<file path="config.mk">
export PLATFORM = sky130hd
export DESIGN_NAME = keyed_fifo_with_duplicate_check_flat
export DESIGN_NICKNAME = d
export VERILOG_FILES = /design/src/rtl/kfdc_pkg.sv /design/src/rtl/kfdc_in_if.sv /design/src/rtl/kfdc_out_if.sv /design/src/rtl/kfdc_datapath.sv /design/src/rtl/kfdc_ctrl.sv /design/src/rtl/keyed_fifo_with_duplicate_check.sv /design/src/flat_wrapper.sv
export VERILOG_INCLUDE_DIRS = /design/src /design/src/rtl
export SDC_FILE = /design/constraint.sdc
export NUM_CORES = 1
export LEC_CHECK = 0
export BUFFER_PORTS_ARGS = -buffer_cell sky130_fd_sc_hd__buf_2
export CAP_MARGIN = 30
export CORE_MARGIN = 3
export CORE_UTILIZATION = 44
export CTS_CLUSTER_SIZE = 8
export DETAILED_ROUTE_END_ITERATION = 10
export HOLD_SLACK_MARGIN = 0.12
export PLACE_DENSITY = 0.66
export SYNTH_ARGS = -nofsm -noshare
export SYNTH_HDL_FRONTEND = slang
export SYNTH_HIERARCHICAL = 1
export SYNTH_SLANG_ARGS = --single-unit
</file>
<file path="constraint.sdc">
create_clock -name clk_i -period 9 [get_ports clk_i]
set_clock_uncertainty 0.2 [all_clocks]
set_input_delay 0.9 -clock clk_i [delete_from_list [all_inputs] [get_ports clk_i]]
set_output_delay 0.9 -clock clk_i [all_outputs]
set_load 0.02 [all_outputs]
</file>
<file path="src/rtl/assert_macros.svh">
`ifndef ASSERT_MACROS_SVH
`define ASSERT_MACROS_SVH

// condition that must hold at every clock edge out of reset
`define KFDC_ASSERT(lbl, cond, msg) \
  lbl: assert property (@(posedge clk_i) disable iff (!rst_ni) (cond)) else $error(msg);

// condition that must hold in the cycle after the trigger
`define KFDC_ASSERT_NEXT(lbl, trig, cond, msg) \
  lbl: assert property (@(posedge clk_i) disable iff (!rst_ni) (trig) |=> (cond)) \
    else $error(msg);

`endif

</file>
<file path="src/rtl/kfdc_pkg.sv">
`default_nettype none

package kfdc_pkg;

  localparam int unsigned KEY_BITS    = 31;
  localparam int unsigned ACTION_BITS = 2;
  localparam int unsigned STATUS_BITS = 2;

  typedef enum logic [ACTION_BITS-1:0] {
    ACT_INSERT = 2'd0,
    ACT_REMOVE = 2'd1,
    ACT_PEEK   = 2'd2,
    ACT_SEARCH = 2'd3
  } action_e;

  typedef enum logic [STATUS_BITS-1:0] {
    ST_OK   = 2'd0,
    ST_DUP  = 2'd1,
    ST_FULL = 2'd2,
    ST_NONE = 2'd3
  } status_e;

  // controller to datapath
  typedef struct packed {
    logic load;
    logic scan;
    logic commit;
  } cmd_t;

  // datapath to controller
  typedef struct packed {
    logic scan_done;
  } sts_t;

endpackage

`default_nettype wire

</file>
<file path="src/rtl/kfdc_in_if.sv">
`default_nettype none

interface kfdc_in_if #(
  parameter int unsigned HANDLE_BITS = 16
);
  logic                                valid;
  logic                                ready;
  logic [kfdc_pkg::ACTION_BITS-1:0]    action;
  logic [kfdc_pkg::KEY_BITS-1:0]       key;
  logic [HANDLE_BITS-1:0]              handle;

  modport source (output valid, output action, output key, output handle, input ready);
  modport sink   (input valid, input action, input key, input handle, output ready);
endinterface

`default_nettype wire

</file>
<file path="src/rtl/kfdc_out_if.sv">
`default_nettype none

interface kfdc_out_if #(
  parameter int unsigned HANDLE_BITS = 16
);
  logic                                valid;
  logic                                ready;
  logic [kfdc_pkg::STATUS_BITS-1:0]    status;
  logic [kfdc_pkg::KEY_BITS-1:0]       key_out;
  logic [HANDLE_BITS-1:0]              handle_out;
  logic                                is_empty;

  modport source (output valid, output status, output key_out, output handle_out,
                  output is_empty, input ready);
  modport sink   (input valid, input status, input key_out, input handle_out,
                  input is_empty, output ready);
endinterface

`default_nettype wire

</file>
<file path="src/rtl/kfdc_datapath.sv">
`default_nettype none

`include "assert_macros.svh"

module kfdc_datapath #(
  parameter int unsigned DEPTH       = 16,
  parameter int unsigned HANDLE_BITS = 16
) (
  input  wire                                 clk_i,
  input  wire                                 rst_ni,
  input  wire kfdc_pkg::cmd_t                 cmd_i,
  output kfdc_pkg::sts_t                      sts_o,
  input  wire [kfdc_pkg::ACTION_BITS-1:0]     action_i,
  input  wire [kfdc_pkg::KEY_BITS-1:0]        key_i,
  input  wire [HANDLE_BITS-1:0]               handle_i,
  output logic [kfdc_pkg::STATUS_BITS-1:0]    status_o,
  output logic [kfdc_pkg::KEY_BITS-1:0]       key_out_o,
  output logic [HANDLE_BITS-1:0]              handle_out_o,
  output logic                                is_empty_o
);

  localparam int unsigned AW      = $clog2(DEPTH);
  localparam int unsigned CW      = $clog2(DEPTH + 1);
  localparam int unsigned ENTRY_W = kfdc_pkg::KEY_BITS + HANDLE_BITS;

  logic [ENTRY_W-1:0] mem_q [DEPTH];
  logic [ENTRY_W-1:0] rd_q;

  logic [AW-1:0] head_q, head_d, tail_q, tail_d, ptr_q, ptr_nxt;
  logic [CW-1:0] count_q, count_d, issued_q, limit_q;
  logic          rd_vld_q, hit_q, any_q;
  kfdc_pkg::action_e              act_q;
  logic [kfdc_pkg::KEY_BITS-1:0]  key_q;
  logic [HANDLE_BITS-1:0]         hnd_q;

  logic [kfdc_pkg::KEY_BITS-1:0]  rd_key;
  logic [HANDLE_BITS-1:0]         rd_hnd;
  logic                           match, issue, in_any, full, ins_ok, rem_ok;
  kfdc_pkg::status_e              status_d;
  logic                           ret_rec;

  assign rd_key = rd_q[ENTRY_W-1 -: kfdc_pkg::KEY_BITS];
  assign rd_hnd = rd_q[HANDLE_BITS-1:0];

  // remove and peek take the first entry read, whatever its key
  assign in_any = (kfdc_pkg::action_e'(action_i) == kfdc_pkg::ACT_REMOVE) ||
                  (kfdc_pkg::action_e'(action_i) == kfdc_pkg::ACT_PEEK);
  assign match  = rd_vld_q && (any_q || (rd_key == key_q));
  assign issue  = cmd_i.scan && (issued_q != limit_q) && !hit_q && !match;
  assign ptr_nxt = (ptr_q == AW'(DEPTH - 1)) ? '0 : ptr_q + 1'b1;

  assign sts_o.scan_done = !rd_vld_q && (hit_q || (issued_q == limit_q));

  assign full   = (count_q == CW'(DEPTH));
  assign ins_ok = (act_q == kfdc_pkg::ACT_INSERT) && !hit_q && !full;
  assign rem_ok = (act_q == kfdc_pkg::ACT_REMOVE) && hit_q;

  always_comb begin
    head_d   = head_q;
    tail_d   = tail_q;
    count_d  = count_q;
    status_d = kfdc_pkg::ST_NONE;
    ret_rec  = 1'b0;
    unique case (act_q)
      kfdc_pkg::ACT_INSERT: begin
        if (hit_q) begin
          status_d = kfdc_pkg::ST_DUP;
        end else if (full) begin
          status_d = kfdc_pkg::ST_FULL;
        end else begin
          status_d = kfdc_pkg::ST_OK;
          tail_d   = (tail_q == AW'(DEPTH - 1)) ? '0 : tail_q + 1'b1;
          count_d  = count_q + 1'b1;
        end
      end
      kfdc_pkg::ACT_REMOVE, kfdc_pkg::ACT_PEEK, kfdc_pkg::ACT_SEARCH: begin
        if (hit_q) begin
          status_d = kfdc_pkg::ST_OK;
          ret_rec  = 1'b1;
        end
        if (rem_ok) begin
          head_d  = (head_q == AW'(DEPTH - 1)) ? '0 : head_q + 1'b1;
          count_d = count_q - 1'b1;
        end
      end
      default: begin
        status_d = kfdc_pkg::ST_NONE;
      end
    endcase
  end

  // control state
  always_ff @(posedge clk_i or negedge rst_ni) begin
    if (!rst_ni) begin
      head_q   <= '0;
      tail_q   <= '0;
      count_q  <= '0;
      issued_q <= '0;
      limit_q  <= '0;
      rd_vld_q <= 1'b0;
      hit_q    <= 1'b0;
    end else begin
      rd_vld_q <= issue;
      if (cmd_i.load) begin
        issued_q <= '0;
        hit_q    <= 1'b0;
        if (in_any) begin
          limit_q <= (count_q != '0) ? CW'(1) : '0;
        end else begin
          limit_q <= count_q;
        end
      end else begin
        if (issue) begin
          issued_q <= issued_q + 1'b1;
        end
        if (match) begin
          hit_q <= 1'b1;
        end
      end
      if (cmd_i.commit) begin
        head_q  <= head_d;
        tail_q  <= tail_d;
        count_q <= count_d;
      end
    end
  end

  // item and result payload
  always_ff @(posedge clk_i) begin
    if (cmd_i.load) begin
      act_q <= kfdc_pkg::action_e'(action_i);
      key_q <= key_i;
      hnd_q <= handle_i;
      any_q <= in_any;
      ptr_q <= head_q;
    end else if (issue) begin
      ptr_q <= ptr_nxt;
    end
    if (cmd_i.commit) begin
      status_o     <= status_d;
      key_out_o    <= ret_rec ? rd_key : '0;
      handle_out_o <= ret_rec ? rd_hnd : '0;
      is_empty_o   <= (count_d == '0);
    end
  end

  // record memory, one read and one write port
  always_ff @(posedge clk_i) begin
    if (issue) begin
      rd_q <= mem_q[ptr_q];
    end
  end

  always_ff @(posedge clk_i) begin
    if (cmd_i.commit && ins_ok) begin
      mem_q[tail_q] <= {key_q, hnd_q};
    end
  end

  `KFDC_ASSERT(a_count_range, count_q <= CW'(DEPTH), "entry count above depth")
  `KFDC_ASSERT(a_scan_bound, issued_q <= limit_q, "scan read past held entries")
  `KFDC_ASSERT_NEXT(a_empty_flag, cmd_i.commit, is_empty_o == (count_q == '0),
                    "empty flag disagrees with entry count")
  `KFDC_ASSERT_NEXT(a_hit_stops_scan, match, !rd_vld_q,
                    "memory read issued after a match")

endmodule

`default_nettype wire

</file>
<file path="src/rtl/kfdc_ctrl.sv">
`default_nettype none

`include "assert_macros.svh"

module kfdc_ctrl (
  input  wire                  clk_i,
  input  wire                  rst_ni,
  input  wire                  in_valid_i,
  output logic                 in_ready_o,
  output logic                 out_valid_o,
  input  wire                  out_ready_i,
  output kfdc_pkg::cmd_t       cmd_o,
  input  wire kfdc_pkg::sts_t  sts_i
);

  typedef enum logic [1:0] {
    S_IDLE,
    S_SCAN,
    S_DONE
  } state_e;

  state_e state_q;
  logic   out_valid_q;

  assign in_ready_o  = (state_q == S_IDLE);
  assign out_valid_o = out_valid_q;

  assign cmd_o.load   = (state_q == S_IDLE) && in_valid_i;
  assign cmd_o.scan   = (state_q == S_SCAN);
  // result register must be free before a new result lands in it
  assign cmd_o.commit = (state_q == S_DONE) && (!out_valid_q || out_ready_i);

  always_ff @(posedge clk_i or negedge rst_ni) begin
    if (!rst_ni) begin
      state_q     <= S_IDLE;
      out_valid_q <= 1'b0;
    end else begin
      if (cmd_o.commit) begin
        out_valid_q <= 1'b1;
      end else if (out_ready_i) begin
        out_valid_q <= 1'b0;
      end
      unique case (state_q)
        S_IDLE: begin
          if (in_valid_i) begin
            state_q <= S_SCAN;
          end
        end
        S_SCAN: begin
          if (sts_i.scan_done) begin
            state_q <= S_DONE;
          end
        end
        S_DONE: begin
          if (cmd_o.commit) begin
            state_q <= S_IDLE;
          end
        end
        default: begin
          state_q <= S_IDLE;
        end
      endcase
    end
  end

  `KFDC_ASSERT_NEXT(a_hold_result, (state_q == S_DONE) && out_valid_q && !out_ready_i,
                    state_q == S_DONE, "result written over an untaken transaction")
  `KFDC_ASSERT_NEXT(a_commit_valid, cmd_o.commit, out_valid_q && (state_q == S_IDLE),
                    "commit did not raise the result")

endmodule

`default_nettype wire

</file>
<file path="src/rtl/keyed_fifo_with_duplicate_check.sv">
`default_nettype none

// Keyed FIFO: a bounded queue of DEPTH records (31-bit key, HANDLE_BITS-bit handle) kept in a
// single-port-read, single-port-write memory. Actions are insert (refused with a duplicate
// status if the key is held, or a full status), remove head, peek head and search by key;
// every request transaction yields exactly one response transaction carrying the queue's
// empty flag after the action. One request is worked at a time. Insert and search scan the
// held entries from the head, one memory read per cycle, and a hit ends a search early.
// Remove and peek read the head slot once, or not at all if the queue is empty. A new
// request is taken while the previous response still waits to be picked up.
module keyed_fifo_with_duplicate_check #(
  parameter int unsigned DEPTH       = 16,
  parameter int unsigned HANDLE_BITS = 16
) (
  input  wire         clk_i,
  input  wire         rst_ni,
  kfdc_in_if.sink     req_i,
  kfdc_out_if.source  rsp_o
);

  kfdc_pkg::cmd_t cmd;
  kfdc_pkg::sts_t sts;

  kfdc_ctrl u_ctrl (
    .clk_i       (clk_i),
    .rst_ni      (rst_ni),
    .in_valid_i  (req_i.valid),
    .in_ready_o  (req_i.ready),
    .out_valid_o (rsp_o.valid),
    .out_ready_i (rsp_o.ready),
    .cmd_o       (cmd),
    .sts_i       (sts)
  );

  kfdc_datapath #(
    .DEPTH       (DEPTH),
    .HANDLE_BITS (HANDLE_BITS)
  ) u_datapath (
    .clk_i        (clk_i),
    .rst_ni       (rst_ni),
    .cmd_i        (cmd),
    .sts_o        (sts),
    .action_i     (req_i.action),
    .key_i        (req_i.key),
    .handle_i     (req_i.handle),
    .status_o     (rsp_o.status),
    .key_out_o    (rsp_o.key_out),
    .handle_out_o (rsp_o.handle_out),
    .is_empty_o   (rsp_o.is_empty)
  );

endmodule

`default_nettype wire
</file>
<file path="src/flat_wrapper.sv">
// flat-port wrapper written by rule: the top's interface ports become plain ports
module keyed_fifo_with_duplicate_check_flat 
#(
  parameter int unsigned DEPTH       = 16,
  parameter int unsigned HANDLE_BITS = 16
)
  (clk_i, rst_ni, req_i_valid, req_i_action, req_i_key, req_i_handle, req_i_ready, rsp_o_valid, rsp_o_status, rsp_o_key_out, rsp_o_handle_out, rsp_o_is_empty, rsp_o_ready);
  kfdc_in_if #(.HANDLE_BITS(HANDLE_BITS)) req_i_i ();
  kfdc_out_if #(.HANDLE_BITS(HANDLE_BITS)) rsp_o_i ();
  input  wire clk_i;
  input  wire rst_ni;
  input wire logic [$bits(req_i_i.valid)-1:0] req_i_valid;
  input wire logic [$bits(req_i_i.action)-1:0] req_i_action;
  input wire logic [$bits(req_i_i.key)-1:0] req_i_key;
  input wire logic [$bits(req_i_i.handle)-1:0] req_i_handle;
  output wire logic [$bits(req_i_i.ready)-1:0] req_i_ready;
  output wire logic [$bits(rsp_o_i.valid)-1:0] rsp_o_valid;
  output wire logic [$bits(rsp_o_i.status)-1:0] rsp_o_status;
  output wire logic [$bits(rsp_o_i.key_out)-1:0] rsp_o_key_out;
  output wire logic [$bits(rsp_o_i.handle_out)-1:0] rsp_o_handle_out;
  output wire logic [$bits(rsp_o_i.is_empty)-1:0] rsp_o_is_empty;
  input wire logic [$bits(rsp_o_i.ready)-1:0] rsp_o_ready;
  assign req_i_i.valid = req_i_valid;
  assign req_i_i.action = req_i_action;
  assign req_i_i.key = req_i_key;
  assign req_i_i.handle = req_i_handle;
  assign req_i_ready = req_i_i.ready;
  assign rsp_o_valid = rsp_o_i.valid;
  assign rsp_o_status = rsp_o_i.status;
  assign rsp_o_key_out = rsp_o_i.key_out;
  assign rsp_o_handle_out = rsp_o_i.handle_out;
  assign rsp_o_is_empty = rsp_o_i.is_empty;
  assign rsp_o_i.ready = rsp_o_ready;
  keyed_fifo_with_duplicate_check #(.DEPTH(DEPTH), .HANDLE_BITS(HANDLE_BITS)) u_core (.clk_i(clk_i), .rst_ni(rst_ni), .req_i(req_i_i), .rsp_o(rsp_o_i));
endmodule
</file>
==> impl_metrics.tcl, run 1 <==
set metrics [dict create \
    area_delta_synth_final_pct 15.8 \
    arrival_ns 4.26 \
    hold_path.class "input pin to flip-flop" \
    syn_avg_cell_area_sq_um 19.2 \
    grt_pass1_wl_mm 116 \
    syn_nets 1921 \
    final-setup-viol-count 0 \
    rows 103 \
    vias 18000 \
    syn_area_sq_mm 0.0357 \
    drive_gt1_share_pct 22.7 \
    antennaDiodeCount 0 \
    crit_chain "nand2b_4 > a21oi_4 > buf_4 > nand2_1 > nor2_1 > and3_1 > and2_2 > buf_4" \
    cpMostUsedCell "buf_4" \
    period_needed_ns 4.15 \
    grt_max_degree 131 \
    cts_setup_buffers 0 \
    critical_path_peak_fanout 56 \
    crit_family "simple AND/OR/NAND/NOR gates" \
    ys.flop_type "edfxtp_1" \
    required_ns 9.12 \
    synthTopCellsByCount "edfxtp_1 (903), mux2i_1 (143), o21ai_0 (101), mux4_2 (94), nand2_1 (70)" \
    n_fill_cell 6253 \
    worst_path_largest_cell_delay_ns 0.73 \
    end_kind "flip-flop" \
    ys_top_cells_by_area "edfxtp_1 (76%), mux4_2 (5.9%), mux2i_1 (4.0%), dfrtp_1 (2.0%), mux2_2 (1.7%)" \
    synth_cell_types 44 \
    drc_errors 0 \
    place_area_sq_mm 0.0376 \
    worst-path-buf-inv 2 \
    dieArea_sq_mm 0.0846 \
    ios 105 \
    ys_seq_area_share_pct 77.9 \
    final_nets 2112 \
    maxSlewHeadroom_pct 27.9 \
    dp_hpwl_mm 41.5 \
    vdd_drop_max_mv 0.323 \
    fin_util_pct 51.9 \
    outcome "finished clean" \
    coreArea_sq_mm 0.0796 \
    numPortBuffers 104 \
    async_flop_share_pct 3.01 \
    start_util_pct 44.8 \
    tightest_slew_ns 1.08 \
    htree_levels 4 \
    synthCells 1858 \
    clockBufferDepth 3 \
    gr-total-overflow 0 \
    routabilityCongestion 0.769 \
    synth_most_common_cell "edfxtp_1" \
    clock.fmax_mhz 241 \
    insertion_delay_ns 0.70 \
    wire_per_inst_microns 24.9 \
    synth_area_leader_cell "edfxtp_1" \
    tritoncts "yes" \
    ys_warn_count 6 \
    grt_pass1_vias 18500 \
    rsz0062_at_grt "false" \
    leakage_uw 0.0138 \
    path_clk_slew_ns 0.05 \
    tns_ns 0 \
    synth_edf_count 903 \
    clock-root-buffer "clkbuf_16" \
    synth_seq_cells 931 \
    period_share_pct 46.1 \
    fin_area_sq_mm 0.0413 \
    synth_top_cell_area_share_pct 76.0 \
    cpMaxStageDelayCell "buf_4" \
    drt-pass1-iter-count 7 \
    routed_wirelength_mm 78.0 \
    antenna_found_initial 1 \
    postRouteAntennaNets 0 \
    worstSetupStartpointType "flip-flop" \
    critPathKind "flip-flop to flip-flop" \
    maxSlewViolCount 0 \
    drtIter0Drc 1536 \
    via_per_inst 5.76 \
    chipHeight_microns 291 \
    die_x_microns 291 \
    cts.sinks 931 \
    hold_viol_final 0 \
    powerDensity_mw_per_mm2 317 \
    numCtsBuffers 135 \
    maxCapViolCount 0 \
    grtUsageTotal_pct 18.3 \
]
[stage by stage]
step	power, uW	hold slack, ns	worst slack (ns)	cells
2_1_floorplan	7730	0.273	0.496	1858
3_3_place_gp	8680	0.307	4.40	2957
3_5_place_dp	8780	0.310	4.36	2961
4_1_cts	13200	0.126	4.80	3129
5_1_grt	13700	0.147	4.59	3129
6_report	13100	0.183	4.85	3129
[kinds of logic (layout without fill, tap and decap cells)]
logic type,after synthesis,count (layout),synth area share [%]
buffers and inverters,109,330,1.27
and+or+nand+nor,190,190,2.72
adders and majority gates,10,10,0.351
DFF,931,931,77.9
xor gates and xnor gates,46,46,1.13
AOI/OAI and AO/OA,280,280,4.91
muxes,292,292,11.7
[report_power, final]
group	switching (uW)	leakage [uW]	internal [uW]	total, uW
logic	1860	0.00349	1200	3060
registers	331	0.00854	5320	5650
clock network	1660	0.00180	2740	4400
total	3850	0.0138	9260	13100
[area by class of cell]
type	count	area [sq um]	area share, %
flip-flops and latches	931	27800	67.3
multi-input cells	818	7510	18.2
clock buffers	155	3560	8.62
well taps	1050	1310	3.18
repair buffers	146	928	2.25
clock inverters	12	119	0.288
inverters	17	63.8	0.154
[cell usage in the layout, fill, tap and decap left out, drive strengths merged, types with 23 or more instances in the layout]
cell	netlist	layout
a22oi	47	47
mux2	55	55
edfxtp	903	903
dfrtp	28	28
a21oi	62	62
mux4	94	94
o21ai	105	105
inv	17	23
xnor2	30	30
nand2	70	70
mux2i	143	143
clkbuf	56	155
and2	57	57
buf	36	145
a221oi	47	47
[what timing repair did]
action / 4_1_cts / 5_1_grt
hold buffers: 1 / 0
hold endpoints to repair: 28 / 0
resized for setup: 0 / 0
[path summary, 6_finish.rpt]
path	start	to	slack (ns)	cells past startpoint
max	u_core/u_ctrl/state_q[0]$_DFFE_PN0P_	u_core/u_datapath/mem_q[14][28]$_DFFE_PP_	4.85	8
min	req_i_handle[5]	u_core/u_datapath/hnd_q[5]$_DFFE_PP_	0.18	1
max reg2reg	u_core/u_ctrl/state_q[0]$_DFFE_PN0P_	u_core/u_datapath/mem_q[14][28]$_DFFE_PP_	4.85	8
min reg2reg	u_core/u_datapath/head_q[3]$_DFFE_PN0P_	u_core/u_datapath/head_q[3]$_DFFE_PN0P_	0.32	1
max in group asynchronous	rst_ni	u_core/u_datapath/head_q[2]$_DFFE_PN0P_	7.60	2
min in group asynchronous	rst_ni	u_core/u_datapath/issued_q[2]$_DFFE_PN0P_	0.57	2
[worst register-to-register path, delay by kind of cell, from the launching register on]
kind / cells / cell delay (ns)
and+or+nand+nor: 5 / 1.77
DFF: 1 / 0.42
AOI/OAI and AO/OA: 1 / 0.10
buffers and inverters: 2 / 1.27
[per-layer routing]
metal | vias to the layer above | wire, microns | global-route usage, %
li1 | 7835 | - | -
met1 | 9323 | 32600 | 25.2
met2 | 726 | 37700 | 29.1
met3 | 136 | 6010 | 4.42
met4 | 0 | 1640 | 5.72
met5 | - | 0 | 0
[flip-flops by register name, summed over array words and instances, names as in the netlist, 4 cells and up]
register / cells
u_core/u_datapath/key_q: 31
u_core/u_datapath/rd_q: 47
u_core/u_datapath/issued_q: 5
u_core/u_datapath/tail_q: 4
u_core/u_datapath/hnd_q: 16
u_core/u_datapath/key_out_o: 31
u_core/u_datapath/mem_q: 752
u_core/u_datapath/handle_out_o: 16
u_core/u_datapath/count_q: 5
u_core/u_datapath/ptr_q: 4
u_core/u_datapath/limit_q: 5
u_core/u_datapath/head_q: 4
Power figures use the tool's default switching activity.
==> inputs of run 2 (changes only) <==
- ABC_AREA: default -> 1
- clock period: 9 -> 4.11 ns (I/O delays scaled with it)
==> run 2 against run 1 <==
  * Sequential power is 120% higher
  * Sequential share of layout area fell by 1.4 points
  * Power is 130% higher
  * Highest routed layer unchanged
  * Critical endpoint is now u_core/u_datapath/rd_q[17]$_DFFE_PP_
  * Non-clock buffer count grew 75
  * Final area grew 2.1%
==> impl_metrics.tcl, run 2 <==
set metrics [dict create \
    tightest_slew_ns 1.05 \
    grt_pass1_vias 22700 \
    htree_levels 4 \
    syn_area_sq_mm 0.0359 \
    arrival_ns 3.55 \
    place_area_sq_mm 0.0380 \
    area_delta_synth_final_pct 17.4 \
    cts.sinks 931 \
    synth_cell_types 32 \
    drtIter0Drc 2647 \
    gr-total-overflow 0 \
    tns_ns 0 \
    async_flop_share_pct 3.01 \
    chipHeight_microns 292 \
    ys.flop_type "edfxtp_1" \
    largest-register "u_core/u_datapath/mem_q" \
    grt_pass1_wl_mm 139 \
    final-setup-viol-count 0 \
    routed_wirelength_mm 93.6 \
    synth_area_leader_cell "edfxtp_1" \
    end_kind "flip-flop" \
    worstSetupStartpointType "flip-flop" \
    ctsResizeCount 0 \
    synth_most_common_cell "edfxtp_1" \
    vias 22600 \
    synthTopCellsByCount "edfxtp_1 (903), nand2_1 (458), nor2_1 (230), o21ai_0 (218), a21oi_1 (112)" \
    hold_viol_final 0 \
    rsz0062_at_grt "false" \
    ys_top_cells_by_area "edfxtp_1 (75%), nand2_1 (4.8%), o21ai_0 (3.0%), nor2_1 (2.4%), dfrtp_1 (2.0%)" \
    start_util_pct 44.5 \
    dp_slack_ns 0.781 \
    final_cell_mix "edfxtp_1 (903), nand2_1 (457), o21ai_0 (218)" \
    synth_top_cell_area_share_pct 75.5 \
    ys_seq_area_share_pct 77.4 \
    die_x_microns 292 \
    worst_path_largest_cell_delay_ns 0.72 \
    grt_max_degree 192 \
    antenna_found_initial 1 \
    synthCells 2605 \
    numPortBuffers 104 \
    cpMostUsedCell "nand2_1" \
    syn_nets 2668 \
    cts_setup_buffers 0 \
    clockBufferDepth 3 \
    syn_avg_cell_area_sq_um 13.8 \
    outcome "finished clean" \
    dp_hpwl_mm 47.5 \
    dieArea_sq_mm 0.0851 \
    period_needed_ns 3.34 \
    critical_path_peak_fanout 25 \
    tritoncts "yes" \
    antennaDiodeCount 0 \
    register_area_sq_mm 0.0278 \
    via_per_inst 5.80 \
    reg.largest.list "u_core/u_datapath/mem_q (752), u_core/u_datapath/rd_q (47)" \
    clock-root-buffer "clkbuf_16" \
    fin_area_sq_mm 0.0422 \
    rows 104 \
    drive_gt1_share_pct 12.5 \
    layout_commonest_cell "edfxtp_1" \
    clock.fmax_mhz 299 \
    drt-pass1-iter-count 6 \
    powerDensity_mw_per_mm2 703 \
    cpMaxStageDelayCell "inv_2" \
    critPathKind "flip-flop to flip-flop" \
    vdd_drop_max_mv 0.667 \
    postRouteAntennaNets 0 \
    reg2reg_depth 11 \
    drc_errors 0 \
    n_fill_cell 6489 \
    crit_chain "xnor2_1 > nand2_1 > nor2_1 > nand2_1 > nor2_1 > nand2_1 > nand2_1 > nand2_1 > nand2_1 > inv_2 > buf_4" \
    synth_edf_count 903 \
    path_clk_slew_ns 0.05 \
    setup_slack_ns 0.767 \
    synth_seq_cells 931 \
    min_path_cells 2 \
    grtUsageTotal_pct 21.8 \
    wire_per_inst_microns 24.0 \
    ys_warn_count 6 \
    maxCapViolCount 0 \
    coreArea_sq_mm 0.0807 \
    hold_path.class "input pin to flip-flop" \
    numCtsBuffers 134 \
    required_ns 4.32 \
    final_nets 2875 \
    ios 105 \
    maxSlewViolCount 0 \
    largest_register_ffs 752 \
    routabilityCongestion 0.788 \
    leakage_uw 0.0146 \
    period_share_pct 81.3 \
    insertion_delay_ns 0.71 \
    maxSlewHeadroom_pct 29.9 \
    multi_input_area_sq_mm 0.00717 \
]
-- run 2: path summary, 6_finish.rpt --
kind	slack [ns]	from	endpoint
min in group asynchronous	0.56	rst_ni	u_core/u_datapath/tail_q[2]$_DFFE_PN0P_
max in group asynchronous	2.96	rst_ni	u_core/u_datapath/count_q[1]$_DFFE_PN0P_
worst min-delay path	0.21	req_i_handle[9]	u_core/u_datapath/hnd_q[9]$_DFFE_PP_
worst min register to register	0.30	u_core/u_datapath/limit_q[2]$_DFFE_PN0P_	u_core/u_datapath/limit_q[2]$_DFFE_PN0P_
worst max register to register	0.77	u_core/u_datapath/key_q[14]$_DFFE_PP_	u_core/u_datapath/rd_q[17]$_DFFE_PP_
worst max-delay path	0.77	u_core/u_datapath/key_q[14]$_DFFE_PP_	u_core/u_datapath/rd_q[17]$_DFFE_PP_
-- run 2: timing repair --
action | 4_1_cts | 5_1_grt
endpoints found under the hold margin | 86 | 0
setup endpoints to repair | 0 | 0
hold buffers | 54 | 0
-- run 2: logic make-up (layout without fill, tap and decap cells) --
group	count (synthesis)	after routing	share of synthesized area [%]
AOI/OAI and AO/OA	531	531	8.62
buffers and inverters	247	481	2.97
adders and majority gates	10	10	0.348
and+or+nand+nor	844	844	9.59
xor gates and xnor gates	41	41	1.00
DFF	931	931	77.4
muxes	1	1	0.0279
-- run 2: layout make-up --
cell class	instances	share of cell area (%)
Sequential cell	931	66.0
Multi-Input combinational cell	1427	17.0
Clock buffer	147	8.07
Timing Repair Buffer	221	4.40
Tap cell	1060	3.15
Inverter	97	0.884
Clock inverter	16	0.522
-- run 2: layer usage --
| layer | wire length (microns) | vias up | GRT usage, % |
|---|---|---|---|
| li1 | - | 9979 | - |
| met1 | 37200 | 11300 | 29.4 |
| met2 | 45400 | 1189 | 35.5 |
| met3 | 8420 | 199 | 4.69 |
| met4 | 2560 | 0 | 7.52 |
| met5 | 0 | - | 0 |
-- run 2: power by group --
group	internal, uW	total [uW]	leakage [uW]	switching (uW)
Combinational	2180	7640	0.00433	5460
Clock	5830	9650	0.00177	3820
Sequential	11700	12300	0.00853	680
-- run 2: stage by stage --
stage                     util, %  hold WS [ns]  instances  total power (uW)
after floorplan                 -       -0.0846       2605             17300
after global placement       47.1         0.273       3682             19800
after detailed placement     47.1         0.288       3682             20000
after CTS                    52.3         0.169       3899             29700
after global routing         52.3         0.185       3899             31000
final                        52.3         0.211       3899             29600
-- run 2: worst max-delay path: cells and delay by family (launching register included) --
kind / cells / cell delay (ns)
flops: 1 / 0.60
simple gates: 8 / 0.95
xor+xnor: 1 / 0.23
buf+inv: 2 / 1.03
